### src/rtl/core/mono_bitmap_color_expand_defines.svh
// Assertion macros shared by the color expansion RTL.
`ifndef MONO_BITMAP_COLOR_EXPAND_DEFINES_SVH
`define MONO_BITMAP_COLOR_EXPAND_DEFINES_SVH
`ifndef SYNTH
// Same-cycle implication.
`define MBCE_ASSERT_IMPL(label, clk, rst_n, ante, cons) \
    label: assert property (@(posedge clk) disable iff (!rst_n) (ante) |-> (cons)) \
        else $error("mbce assertion failed");
// Next-cycle implication.
`define MBCE_ASSERT_NEXT(label, clk, rst_n, ante, cons) \
    label: assert property (@(posedge clk) disable iff (!rst_n) (ante) |=> (cons)) \
        else $error("mbce assertion failed");
`else
`define MBCE_ASSERT_IMPL(label, clk, rst_n, ante, cons)
`define MBCE_ASSERT_NEXT(label, clk, rst_n, ante, cons)
`endif
`endif

### src/rtl/core/mbce_pkg.sv
// Shared types and constants for the color expansion block.
package mbce_pkg;

    localparam int CFG_IDX_W  = 3;
    localparam int CFG_DATA_W = 32;
    localparam int ORIGIN_W   = 13;
    localparam int EXTENT_W   = 14;
    localparam int LP_IN_W    = 14;
    localparam int OFFSET_W   = 28;
    localparam int COLOR_W    = 32;

    localparam int MAX_LINE_PIXELS_DEF = 8192;

    localparam logic [CFG_IDX_W-1:0] REG_LINE_PIXELS = 3'd0;
    localparam logic [CFG_IDX_W-1:0] REG_ORIGIN_X    = 3'd1;
    localparam logic [CFG_IDX_W-1:0] REG_ORIGIN_Y    = 3'd2;
    localparam logic [CFG_IDX_W-1:0] REG_RECT_WIDTH  = 3'd3;
    localparam logic [CFG_IDX_W-1:0] REG_RECT_HEIGHT = 3'd4;
    localparam logic [CFG_IDX_W-1:0] REG_FORE_COLOR  = 3'd5;
    localparam logic [CFG_IDX_W-1:0] REG_BACK_COLOR  = 3'd6;

    localparam int                  LINE_PIXELS_RST = 1024;
    localparam logic [ORIGIN_W-1:0] ORIGIN_X_RST    = '0;
    localparam logic [ORIGIN_W-1:0] ORIGIN_Y_RST    = '0;
    localparam logic [EXTENT_W-1:0] RECT_WIDTH_RST  = 14'd8;
    localparam logic [EXTENT_W-1:0] RECT_HEIGHT_RST = 14'd16;
    localparam logic [COLOR_W-1:0]  FORE_COLOR_RST  = 32'hFFFF_FFFF;
    localparam logic [COLOR_W-1:0]  BACK_COLOR_RST  = 32'h0000_0000;

    typedef struct packed {
        logic [ORIGIN_W-1:0] origin_x;
        logic [ORIGIN_W-1:0] origin_y;
        logic [EXTENT_W-1:0] rect_width;
        logic [EXTENT_W-1:0] rect_height;
        logic [COLOR_W-1:0]  fore_color;
        logic [COLOR_W-1:0]  back_color;
    } cfg_t;

endpackage

### src/rtl/core/mbce_cfg_regs.sv
// Configuration register file with line width saturation.
module mbce_cfg_regs
    import mbce_pkg::*;
#(
    parameter int MAX_LINE_PIXELS = MAX_LINE_PIXELS_DEF,
    parameter int LP_W            = $clog2(MAX_LINE_PIXELS + 1)
)
(
    input  logic                  clk,
    input  logic                  rst_n,
    input  logic                  cfg_write,
    input  logic [CFG_IDX_W-1:0]  cfg_index,
    input  logic [CFG_DATA_W-1:0] cfg_data,
    output logic [LP_W-1:0]       line_pixels,
    output cfg_t                  cfg
);

    localparam int LP_RST = (LINE_PIXELS_RST > MAX_LINE_PIXELS) ? MAX_LINE_PIXELS
                                                                 : LINE_PIXELS_RST;

    logic [LP_W-1:0]    line_pixels_reg;
    logic [LP_W-1:0]    line_pixels_next;
    cfg_t               cfg_reg;
    cfg_t               cfg_next;
    logic [LP_IN_W-1:0] lp_raw;

    assign lp_raw = cfg_data[LP_IN_W-1:0];

    always_comb
    begin
        line_pixels_next = line_pixels_reg;
        cfg_next         = cfg_reg;
        if (cfg_write)
        begin
            case (cfg_index)
                REG_LINE_PIXELS:
                begin
                    // saturate wide lines
                    if (32'(lp_raw) > 32'(MAX_LINE_PIXELS))
                        line_pixels_next = LP_W'(MAX_LINE_PIXELS);
                    else
                        line_pixels_next = LP_W'(lp_raw);
                end
                REG_ORIGIN_X:    cfg_next.origin_x    = cfg_data[ORIGIN_W-1:0];
                REG_ORIGIN_Y:    cfg_next.origin_y    = cfg_data[ORIGIN_W-1:0];
                REG_RECT_WIDTH:  cfg_next.rect_width  = cfg_data[EXTENT_W-1:0];
                REG_RECT_HEIGHT: cfg_next.rect_height = cfg_data[EXTENT_W-1:0];
                REG_FORE_COLOR:  cfg_next.fore_color  = cfg_data[COLOR_W-1:0];
                REG_BACK_COLOR:  cfg_next.back_color  = cfg_data[COLOR_W-1:0];
                default:         cfg_next             = cfg_reg;
            endcase
        end
    end

    always_ff @(posedge clk or negedge rst_n)
    begin
        if (!rst_n)
        begin
            line_pixels_reg     <= LP_W'(LP_RST);
            cfg_reg.origin_x    <= ORIGIN_X_RST;
            cfg_reg.origin_y    <= ORIGIN_Y_RST;
            cfg_reg.rect_width  <= RECT_WIDTH_RST;
            cfg_reg.rect_height <= RECT_HEIGHT_RST;
            cfg_reg.fore_color  <= FORE_COLOR_RST;
            cfg_reg.back_color  <= BACK_COLOR_RST;
        end
        else
        begin
            line_pixels_reg <= line_pixels_next;
            cfg_reg         <= cfg_next;
        end
    end

    assign line_pixels = line_pixels_reg;
    assign cfg         = cfg_reg;

endmodule

### src/rtl/core/mono_bitmap_color_expand.sv
// A byte's first pixel shows when it moves to the output register, after any stall.
// Throughput: one pixel per cycle while the output is not stalled; each byte yields
// up to eight pixels from the single pixel stepper, and a byte with none is dropped.
// The next byte is taken in the cycle its last pixel moves to the output register.
// Reset: registers return to their defaults, no drawing is active, output empty.
`include "mono_bitmap_color_expand_defines.svh"
module mono_bitmap_color_expand
    import mbce_pkg::*;
#(
    parameter int MAX_LINE_PIXELS = MAX_LINE_PIXELS_DEF
)
(
    input  logic                  clk,
    input  logic                  rst_n,
    input  logic                  cfg_write,
    input  logic [CFG_IDX_W-1:0]  cfg_index,
    input  logic [CFG_DATA_W-1:0] cfg_data,
    input  logic                  byte_valid,
    output logic                  byte_ready,
    input  logic [7:0]            bitmap_byte,
    input  logic                  start_drawing,
    output logic                  pixel_valid,
    input  logic                  pixel_ready,
    output logic [OFFSET_W-1:0]   pixel_offset,
    output logic [COLOR_W-1:0]    pixel_color,
    output logic                  last_of_byte,
    output logic                  last_of_drawing
);

    localparam int LP_W   = $clog2(MAX_LINE_PIXELS + 1);
    localparam int PROD_W = ORIGIN_W + LP_W + 1;

    logic [LP_W-1:0] line_pixels;
    cfg_t            cfg;

    mbce_cfg_regs #(
        .MAX_LINE_PIXELS (MAX_LINE_PIXELS),
        .LP_W            (LP_W)
    ) u_cfg_regs (
        .clk         (clk),
        .rst_n       (rst_n),
        .cfg_write   (cfg_write),
        .cfg_index   (cfg_index),
        .cfg_data    (cfg_data),
        .line_pixels (line_pixels),
        .cfg         (cfg)
    );

    // byte stage and drawing position
    logic                busy_reg,     busy_next;
    logic [7:0]          bits_reg,     bits_next;
    logic [2:0]          idx_reg,      idx_next;
    logic [EXTENT_W-1:0] column_reg,   column_next;
    logic [EXTENT_W-1:0] row_reg,      row_next;
    logic [OFFSET_W-1:0] row_base_reg, row_base_next;
    logic                done_reg,     done_next;

    // output register
    logic                pixel_valid_reg, pixel_valid_next;
    logic [OFFSET_W-1:0] offset_reg;
    logic [COLOR_W-1:0]  color_reg;
    logic                last_byte_reg;
    logic                last_draw_reg;

    logic                out_free;
    logic                drop;
    logic                emit;
    logic                accept;
    logic [EXTENT_W:0]   col_inc;
    logic [EXTENT_W:0]   row_inc;
    logic                row_end;
    logic                draw_end;
    logic                pix_last;
    logic [PROD_W-1:0]   base_prod;
    logic [OFFSET_W-1:0] start_base;
    logic [OFFSET_W-1:0] pix_offset;

    assign out_free = !pixel_valid_reg || pixel_ready;
    assign drop     = busy_reg && done_reg;
    assign emit     = busy_reg && !done_reg && out_free;

    assign col_inc  = {1'b0, column_reg} + 1'b1;
    assign row_inc  = {1'b0, row_reg} + 1'b1;
    assign row_end  = col_inc >= {1'b0, cfg.rect_width};
    assign draw_end = row_end && (row_inc >= {1'b0, cfg.rect_height});
    assign pix_last = (&idx_reg) || draw_end;

    assign byte_ready = !busy_reg || drop || (emit && pix_last);
    assign accept     = byte_valid && byte_ready;

    assign base_prod  = PROD_W'(cfg.origin_y) * PROD_W'(line_pixels)
                      + PROD_W'(cfg.origin_x);
    assign start_base = OFFSET_W'(base_prod);
    assign pix_offset = row_base_reg + OFFSET_W'(column_reg);

    always_comb
    begin
        busy_next     = busy_reg;
        bits_next     = bits_reg;
        idx_next      = idx_reg;
        column_next   = column_reg;
        row_next      = row_reg;
        row_base_next = row_base_reg;
        done_next     = done_reg;

        if (emit)
        begin
            bits_next = {bits_reg[6:0], 1'b0};
            idx_next  = idx_reg + 3'd1;
            if (row_end)
            begin
                column_next   = '0;
                row_next      = row_inc[EXTENT_W-1:0];
                row_base_next = row_base_reg + OFFSET_W'(line_pixels);
                if (draw_end)
                    done_next = 1'b1;
            end
            else
            begin
                column_next = col_inc[EXTENT_W-1:0];
            end
            if (pix_last)
                busy_next = 1'b0;
        end

        if (drop)
            busy_next = 1'b0;

        if (accept)
        begin
            busy_next = 1'b1;
            bits_next = bitmap_byte;
            idx_next  = '0;
            // restart at the top-left corner
            if (start_drawing)
            begin
                column_next   = '0;
                row_next      = '0;
                row_base_next = start_base;
                done_next     = (cfg.rect_width == '0) || (cfg.rect_height == '0);
            end
        end
    end

    always_comb
    begin
        pixel_valid_next = pixel_valid_reg;
        if (emit)
            pixel_valid_next = 1'b1;
        else if (pixel_ready)
            pixel_valid_next = 1'b0;
    end

    always_ff @(posedge clk or negedge rst_n)
    begin
        if (!rst_n)
        begin
            busy_reg        <= 1'b0;
            idx_reg         <= '0;
            column_reg      <= '0;
            row_reg         <= '0;
            row_base_reg    <= '0;
            done_reg        <= 1'b1;
            pixel_valid_reg <= 1'b0;
        end
        else
        begin
            busy_reg        <= busy_next;
            idx_reg         <= idx_next;
            column_reg      <= column_next;
            row_reg         <= row_next;
            row_base_reg    <= row_base_next;
            done_reg        <= done_next;
            pixel_valid_reg <= pixel_valid_next;
        end
    end

    always_ff @(posedge clk)
    begin
        bits_reg <= bits_next;
        if (emit)
        begin
            offset_reg    <= pix_offset;
            color_reg     <= bits_reg[7] ? cfg.fore_color : cfg.back_color;
            last_byte_reg <= pix_last;
            last_draw_reg <= draw_end;
        end
    end

    assign pixel_valid     = pixel_valid_reg;
    assign pixel_offset    = offset_reg;
    assign pixel_color     = color_reg;
    assign last_of_byte    = last_byte_reg;
    assign last_of_drawing = last_draw_reg;

    `MBCE_ASSERT_IMPL(a_draw_end_ends_byte, clk, rst_n, pixel_valid && last_of_drawing, last_of_byte)
    `MBCE_ASSERT_IMPL(a_ready_only_on_last, clk, rst_n, busy_reg && !drop && byte_ready, emit && pix_last)
    `MBCE_ASSERT_NEXT(a_draw_end_sets_done, clk, rst_n, emit && draw_end && !accept, done_reg)
    `MBCE_ASSERT_IMPL(a_valid_from_emit, clk, rst_n, $rose(pixel_valid_reg), $past(emit))

endmodule

### config.mk
export PLATFORM = sky130hd
export DESIGN_NAME = mono_bitmap_color_expand
export DESIGN_NICKNAME = d
export VERILOG_FILES = /design/src/rtl/core/mbce_pkg.sv /design/src/rtl/core/mbce_cfg_regs.sv /design/src/rtl/core/mono_bitmap_color_expand.sv
export VERILOG_INCLUDE_DIRS = /design/src /design/src/rtl/core
export SDC_FILE = /design/constraint.sdc
export NUM_CORES = 1
export LEC_CHECK = 0
export ABC_AREA = 1
export CAP_MARGIN = 30
export CORE_ASPECT_RATIO = 1.5
export CORE_MARGIN = 5
export CORE_UTILIZATION = 36
export CTS_CLUSTER_DIAMETER = 200
export CTS_CLUSTER_SIZE = 25
export DETAILED_ROUTE_END_ITERATION = 7
export DONT_BUFFER_PORTS = 1
export PLACE_DENSITY = 0.5
export SKIP_CTS_REPAIR_TIMING = 1
export SLEW_MARGIN = 5
export SYNTH_ARGS = -nofsm -noshare
export SYNTH_HDL_FRONTEND = slang
export SYNTH_HIERARCHICAL = 1
export SYNTH_SLANG_ARGS = --single-unit
### constraint.sdc
create_clock -name clk -period 6 [get_ports clk]
set_input_delay 0.9 -clock clk [delete_from_list [all_inputs] [get_ports clk]]
set_output_delay 0.9 -clock clk [all_outputs]
set_load 0.01 [all_outputs]
## After elaboration in Yosys (flattened, before gate mapping)

Index checks and enable logic that the tools add are counted.

- Output and inout port bits: 64
- Logic and storage cells: 94
- Register bits after elaboration: 264
- Bits of input ports: 49

- Reductions and logical operators: 30
- Multipliers: 1
- Multiplexer cells: 29
- Add/sub/neg operators: 6
- Eq/ne operators: 6
- Magnitude comparators: 3

Operator list:

| cell | number |
|---|---|
| 2-to-1 mux 14 bit | 9 |
| 2-to-1 mux 28 bit | 4 |
| adder 28 x 14 -> 28 bit | 2 |
| 2-to-1 mux 32 bit | 1 |
| adder 14 x 1 -> 15 bit, second input constant | 2 |
| >= comparator 15 x 14 -> 1 bit | 2 |
| adder 27 x 13 -> 28 bit | 1 |
| logical NOT 14 bit | 2 |
| multiplier 13 x 14 -> 27 bit | 1 |
| 2-to-1 mux 8 bit | 2 |
| AND reduction 2 bit | 8 |
| > comparator 14 bit, second input constant | 1 |
| 2-to-1 mux 1 bit | 11 |
| equality test 3 bit, second input constant | 3 |
| equality test 3 x 2 -> 1 bit, second input constant | 2 |
| logical AND 1 bit | 6 |
| 2-to-1 mux 3 bit | 2 |
| nonzero test 3 bit | 2 |
| logical OR 1 bit | 5 |
| nonzero test 2 bit | 2 |
| adder 3 x 1 -> 3 bit, second input constant | 1 |
| equality test 3 x 1 -> 1 bit, second input constant | 1 |
| logical NOT 1 bit | 3 |
| logical NOT 3 bit | 1 |
| AND reduction 3 bit | 1 |

## Logic depth before layout (Yosys ltp)

- Depth after elaboration: 9
- Depth in mapped cells: 29
- Depth with buffers taken out: 28

## Cells and area by module

The synthesis kept the hierarchy.

By module, submodules not included:

| module | cells an instance | instances | seq. area each (µm²) | area each (µm²) |
|---|---|---|---|---|
| mono_bitmap_color_expand | 2018 | 1 | 3654.8 | 15733.8 |
| mbce_cfg_regs | 504 | 1 | 3347.0 | 5126.2 |

## Least setup slack after synthesis

OpenSTA, ideal clock, no wires.

- Kind: reg2reg
- Start point: register u_cfg_regs.cfg_reg (netlist bit u_cfg_regs/cfg[95])
- End point: register row_base_reg[13]
- Stages on the path, launching flop included: 27
- Setup time: 0.116 ns
- Setup slack: 0.548 ns
- Required time: 5.884 ns
- Period minus slack after synthesis: 5.452 ns
- Path buffers: 1
- Data arrival time: 5.336 ns
- Path through: dfrtp_1 -> clkbuf_1 -> nand2_1 -> inv_1 -> fa_1 -> inv_1 -> fa_1 -> inv_1 -> fa_1 -> inv_1 -> fa_1 -> inv_1 -> fa_1 -> inv_1 -> fa_1 -> inv_1 -> ha_1 -> a21o_1 -> nor2_1 -> nand2_1 -> a21oi_1 -> inv_1 -> or2_2 -> nand3_1 -> nand2_1 -> nand2_1 -> nand2_1

- Word-level cells in the longest chain between the ends: 4

Ends and longest elaborated chain:

| element | line | RTL |
|---|---|---|
| start: declaration | mbce_cfg_regs.sv:23 | `cfg_t cfg_reg;` |
| start signal: assignment | mbce_cfg_regs.sv:70 | `cfg_reg <= cfg_next;` |
| multiplier 13 x 14 -> 27 bit | mono_bitmap_color_expand.sv:91 | `assign base_prod = PROD_W'(cfg.origin_y) * PROD_W'(line_pixels)` |
| adder 27 x 13 -> 28 bit | mono_bitmap_color_expand.sv:92 | `+ PROD_W'(cfg.origin_x);` |
| 2-to-1 mux 28 bit | mono_bitmap_color_expand.sv:135 | `if (start_drawing)` |
| 2-to-1 mux 28 bit | mono_bitmap_color_expand.sv:129 | `if (accept)` |
| via row_base_next[13] | mono_bitmap_color_expand.sv:55 | `logic [OFFSET_W-1:0] row_base_reg, row_base_next;` |
| end signal: assignment | mono_bitmap_color_expand.sv:172 | `row_base_reg <= row_base_next;` |
| end: declaration | mono_bitmap_color_expand.sv:55 |  |

The timed path passes the listed nets, and every way through them passes these cells.
A chain may end at the register's enable or synchronous reset.

## Worst setup path in the final report

- Start point: register u_cfg_regs.line_pixels_reg[6] (netlist: u_cfg_regs/line_pixels[6])
- End point: register row_base_reg[14]

- Word-level cells in the longest chain between the ends: 5
- Elaborated cells between the ends (all ways): 7
- Classes of those cells: add/sub: 2; mul: 1; mux: 4

Ends and longest elaborated chain:

| element | line | RTL |
|---|---|---|
| start: declaration | mbce_cfg_regs.sv:21 | `logic [LP_W-1:0] line_pixels_reg;` |
| start signal: assignment | mbce_cfg_regs.sv:59 | `line_pixels_reg <= LP_W'(LP_RST);` |
| start signal: assignment | mbce_cfg_regs.sv:69 | `line_pixels_reg <= line_pixels_next;` |
| branches (longest 4 deep; another with adder 27 x 13 -> 28 bit) | n/a |  |
| 2-to-1 mux 28 bit (*) | mono_bitmap_color_expand.sv:129 |  |
| via row_base_next[14] | mono_bitmap_color_expand.sv:55 |  |

Mark *: on every way through the listed nets, which the timed path passes.

==> impl_metrics.toml <==
[outcome]
status = "finished clean"

[final_layout]
fin_area_mm2 = 0.0221
layout_commonest_cell = "nand2_1"
antenna_cells = 0
final_cell_mix = "769 x nand2_1, 438 x inv_1, 155 x ha_1, 152 x dfrtp_1, 144 x fa_1"
area_delta_synth_final_pct = 5.98
drive_gt1_frac = 0.0744
fillers = 6016
largest_register_ffs = 118
fin_nets = 2853

[sta]
finalSetupViolations = 0
finalClockSkew_ns = 0.0251
drv_slew = 0
fmax_mhz = 176
fin_crit_sh = 0.947
hold_viol = 0
relSlewSlack = 0.420
min_period_ns = 5.68
layout_setup_ws_ns = 0.318
grt_setup_unrepaired = "yes"
tightest_slew_ns = 0.870

[pwr]
leakage_nw = 11.7
total_power_mw = 8.58
irDropWorstVdd_uv = 169
power.density_mw_per_mm2 = 388

[floorplanning]
coreArea_mm2 = 0.0577
die_w_um = 207
design.portCount = 113
die_y_um = 305
fp.dieArea_mm2 = 0.0630
rows = 108
start_util = 0.362

[route]
route.met3.wl_um = 1210
top_layer_used = "met4"
viasPerCell = 4.88
firstDrtPassIters = 5
route.vias.total = 16000
drc = 0
route.met2.wl_um = 32700
met1_length_um = 23400
wirelength_um = 59400
routedWlPerCell_um = 18.1
drt_iter0_drc = 907
antenna_left = 0

[global_routing]
grt_pass1_vias = 17200
grt.overflow.total = 0
grt_max_degree = 195
antenna_found_initial = 0
grt_pass1_wl_um = 95300
grt_usage = 0.192

[synth]
synth_top_cell_by_area = "dfrtp_1"
synth_top_area_share = 0.190
synth_area_mm2 = 0.0209
syn_inst = 2522
synthFlopType = "dfrtp_1"
ys_seq_area_frac = 0.336
synth_area_leaders = "dfrtp_1 19%, nand2_1 14%, fa_1 14%"
synth-edff-count = 70
synth_cell_types = 49
synth_seq_cells = 264
syn_nets = 2871
yosys_warnings = 6
async_flop_share = 0.735
postSynthAreaPerCell_um2 = 8.27

[clock_network]
clock_latency_ns = 0.53
htreeDepth = 1
cts_tree = "built"
cts.root.buffer_cell = "clkbuf_16"
cts_sinks = 264
cts.path.max_buffers = 3
clk_pin_slew_ns = 0.11
cts_made_buffers = 14

[flow_run]
maxCapViolCount = 0

[place]
port_buffers = 0
gp_congestion = 0.907
placed_area_mm2 = 0.0217
dp_slack_ns = 0.0918
dp_hpwl_um = 47100

[setup_path]
cp_max_fo = 8
cp-start-kind = "flop"
path_class = "reg2reg"
crit_arrival_ns = 6.14
critPathCaptureType = "flop"
crit_required_ns = 6.46

[min_path]
hold_path_class = "in2async"
-- power breakdown --
group	internal (mW)	leakage (nW)	switching, mW
registers	2.54	3.09	0.547
clock network	0.455	0.196	0.639
logic	1.61	8.44	2.79
-- path summary, 6_finish.rpt --
check,to,startpoint,cells after the start,slack (ns)
setup / recovery,row_base_reg[14],u_cfg_regs/line_pixels[6],23,0.32
hold / removal,u_cfg_regs/cfg[1],rst_n,0,0.07
setup reg to reg,row_base_reg[14],u_cfg_regs/line_pixels[6],23,0.32
hold reg to reg,u_cfg_regs/cfg[45],u_cfg_regs/cfg[45],2,0.48
max in group asynchronous,done_reg,rst_n,0,5.59
min in group clk,pixel_valid,pixel_ready,1,0.48
-- cell usage after synthesis, types with 5 or more instances --
| master | count |
|---|---|
| fa_1 | 144 |
| xnor2_1 | 32 |
| nand2_1 | 770 |
| a21oi_1 | 90 |
| nor2_2 | 5 |
| o21ai_0 | 128 |
| buf_4 | 7 |
| mux2_2 | 32 |
| nor3_1 | 14 |
| nor4_1 | 6 |
| buf_2 | 12 |
| edfxtp_1 | 70 |
| xor2_1 | 58 |
| nand2_2 | 10 |
| o21ai_2 | 14 |
| dfstp_2 | 36 |
| buf_6 | 16 |
| nand3_1 | 62 |
| inv_1 | 438 |
| a21o_1 | 10 |
| dfrtp_1 | 158 |
| ha_1 | 156 |
| clkbuf_1 | 32 |
| nand4_1 | 16 |
| o21ai_1 | 35 |
| nor2_1 | 119 |
-- per-layer routing --
metal | track usage | vias to the layer above
met1 | 0.223 | 7898
met2 | 0.371 | 241
met4 | 0.0616 | 0
met5 | 0 | -
met3 | 0.00883 | 80
li1 | - | 7789
-- critical path: stages (launching register included) --
cell	delay, ns
dfrtp_2	0.50
buf_4	0.19
nand2_1	0.06
inv_1	0.05
fa_1	0.53
inv_1	0.06
fa_1	0.53
inv_1	0.05
fa_1	0.51
fa_1	0.44
fa_1	0.55
inv_1	0.05
fa_1	0.50
inv_1	0.04
ha_1	0.36
nand2_1	0.18
nor2_4	0.20
nand3_1	0.16
nand3_2	0.16
nand2_1	0.06
nand2_1	0.07
xor2_1	0.18
nand2_1	0.09
nand2_1	0.09
-- per-stage QoR --
stage          hold slack, ns   util  TNS (ns)  std cells
2_1_floorplan           0.447      -         0       2522
3_3_place_gp            0.461  0.375         0       3257
3_5_place_dp            0.469  0.375         0       3257
4_1_cts                0.0410  0.383         0       3281
5_1_grt                0.0443  0.383   -0.0163       3282
6_report               0.0655  0.383         0       3282
-- area by class of cell --
cell class | instances | area (µm²) | share of cell area
sequential | 264 | 7010 | 0.317
clock buffer | 22 | 380 | 0.0172
timing repair buffer | 42 | 315 | 0.0143
multi-input combinational | 1739 | 11700 | 0.531
tap | 770 | 963 | 0.0436
clock inverter | 2 | 32.5 | 0.00147
inverter | 443 | 1670 | 0.0753
-- logic make-up (layout without fill, tap and decap cells) --
kind of cell | Yosys count | count (layout) | share of synthesized area
AND/OR/NAND/NOR | 1021 | 1021 | 0.198
adder cells (fa/ha/maj) | 300 | 300 | 0.232
buffers and inverters | 519 | 509 | 0.103
XOR/XNOR | 90 | 90 | 0.0378
multiplexers | 32 | 32 | 0.0173
flip-flops | 264 | 264 | 0.336
AO/OA/AOI/OAI | 296 | 296 | 0.0771
No activity file was read; power rests on OpenSTA's default activity.
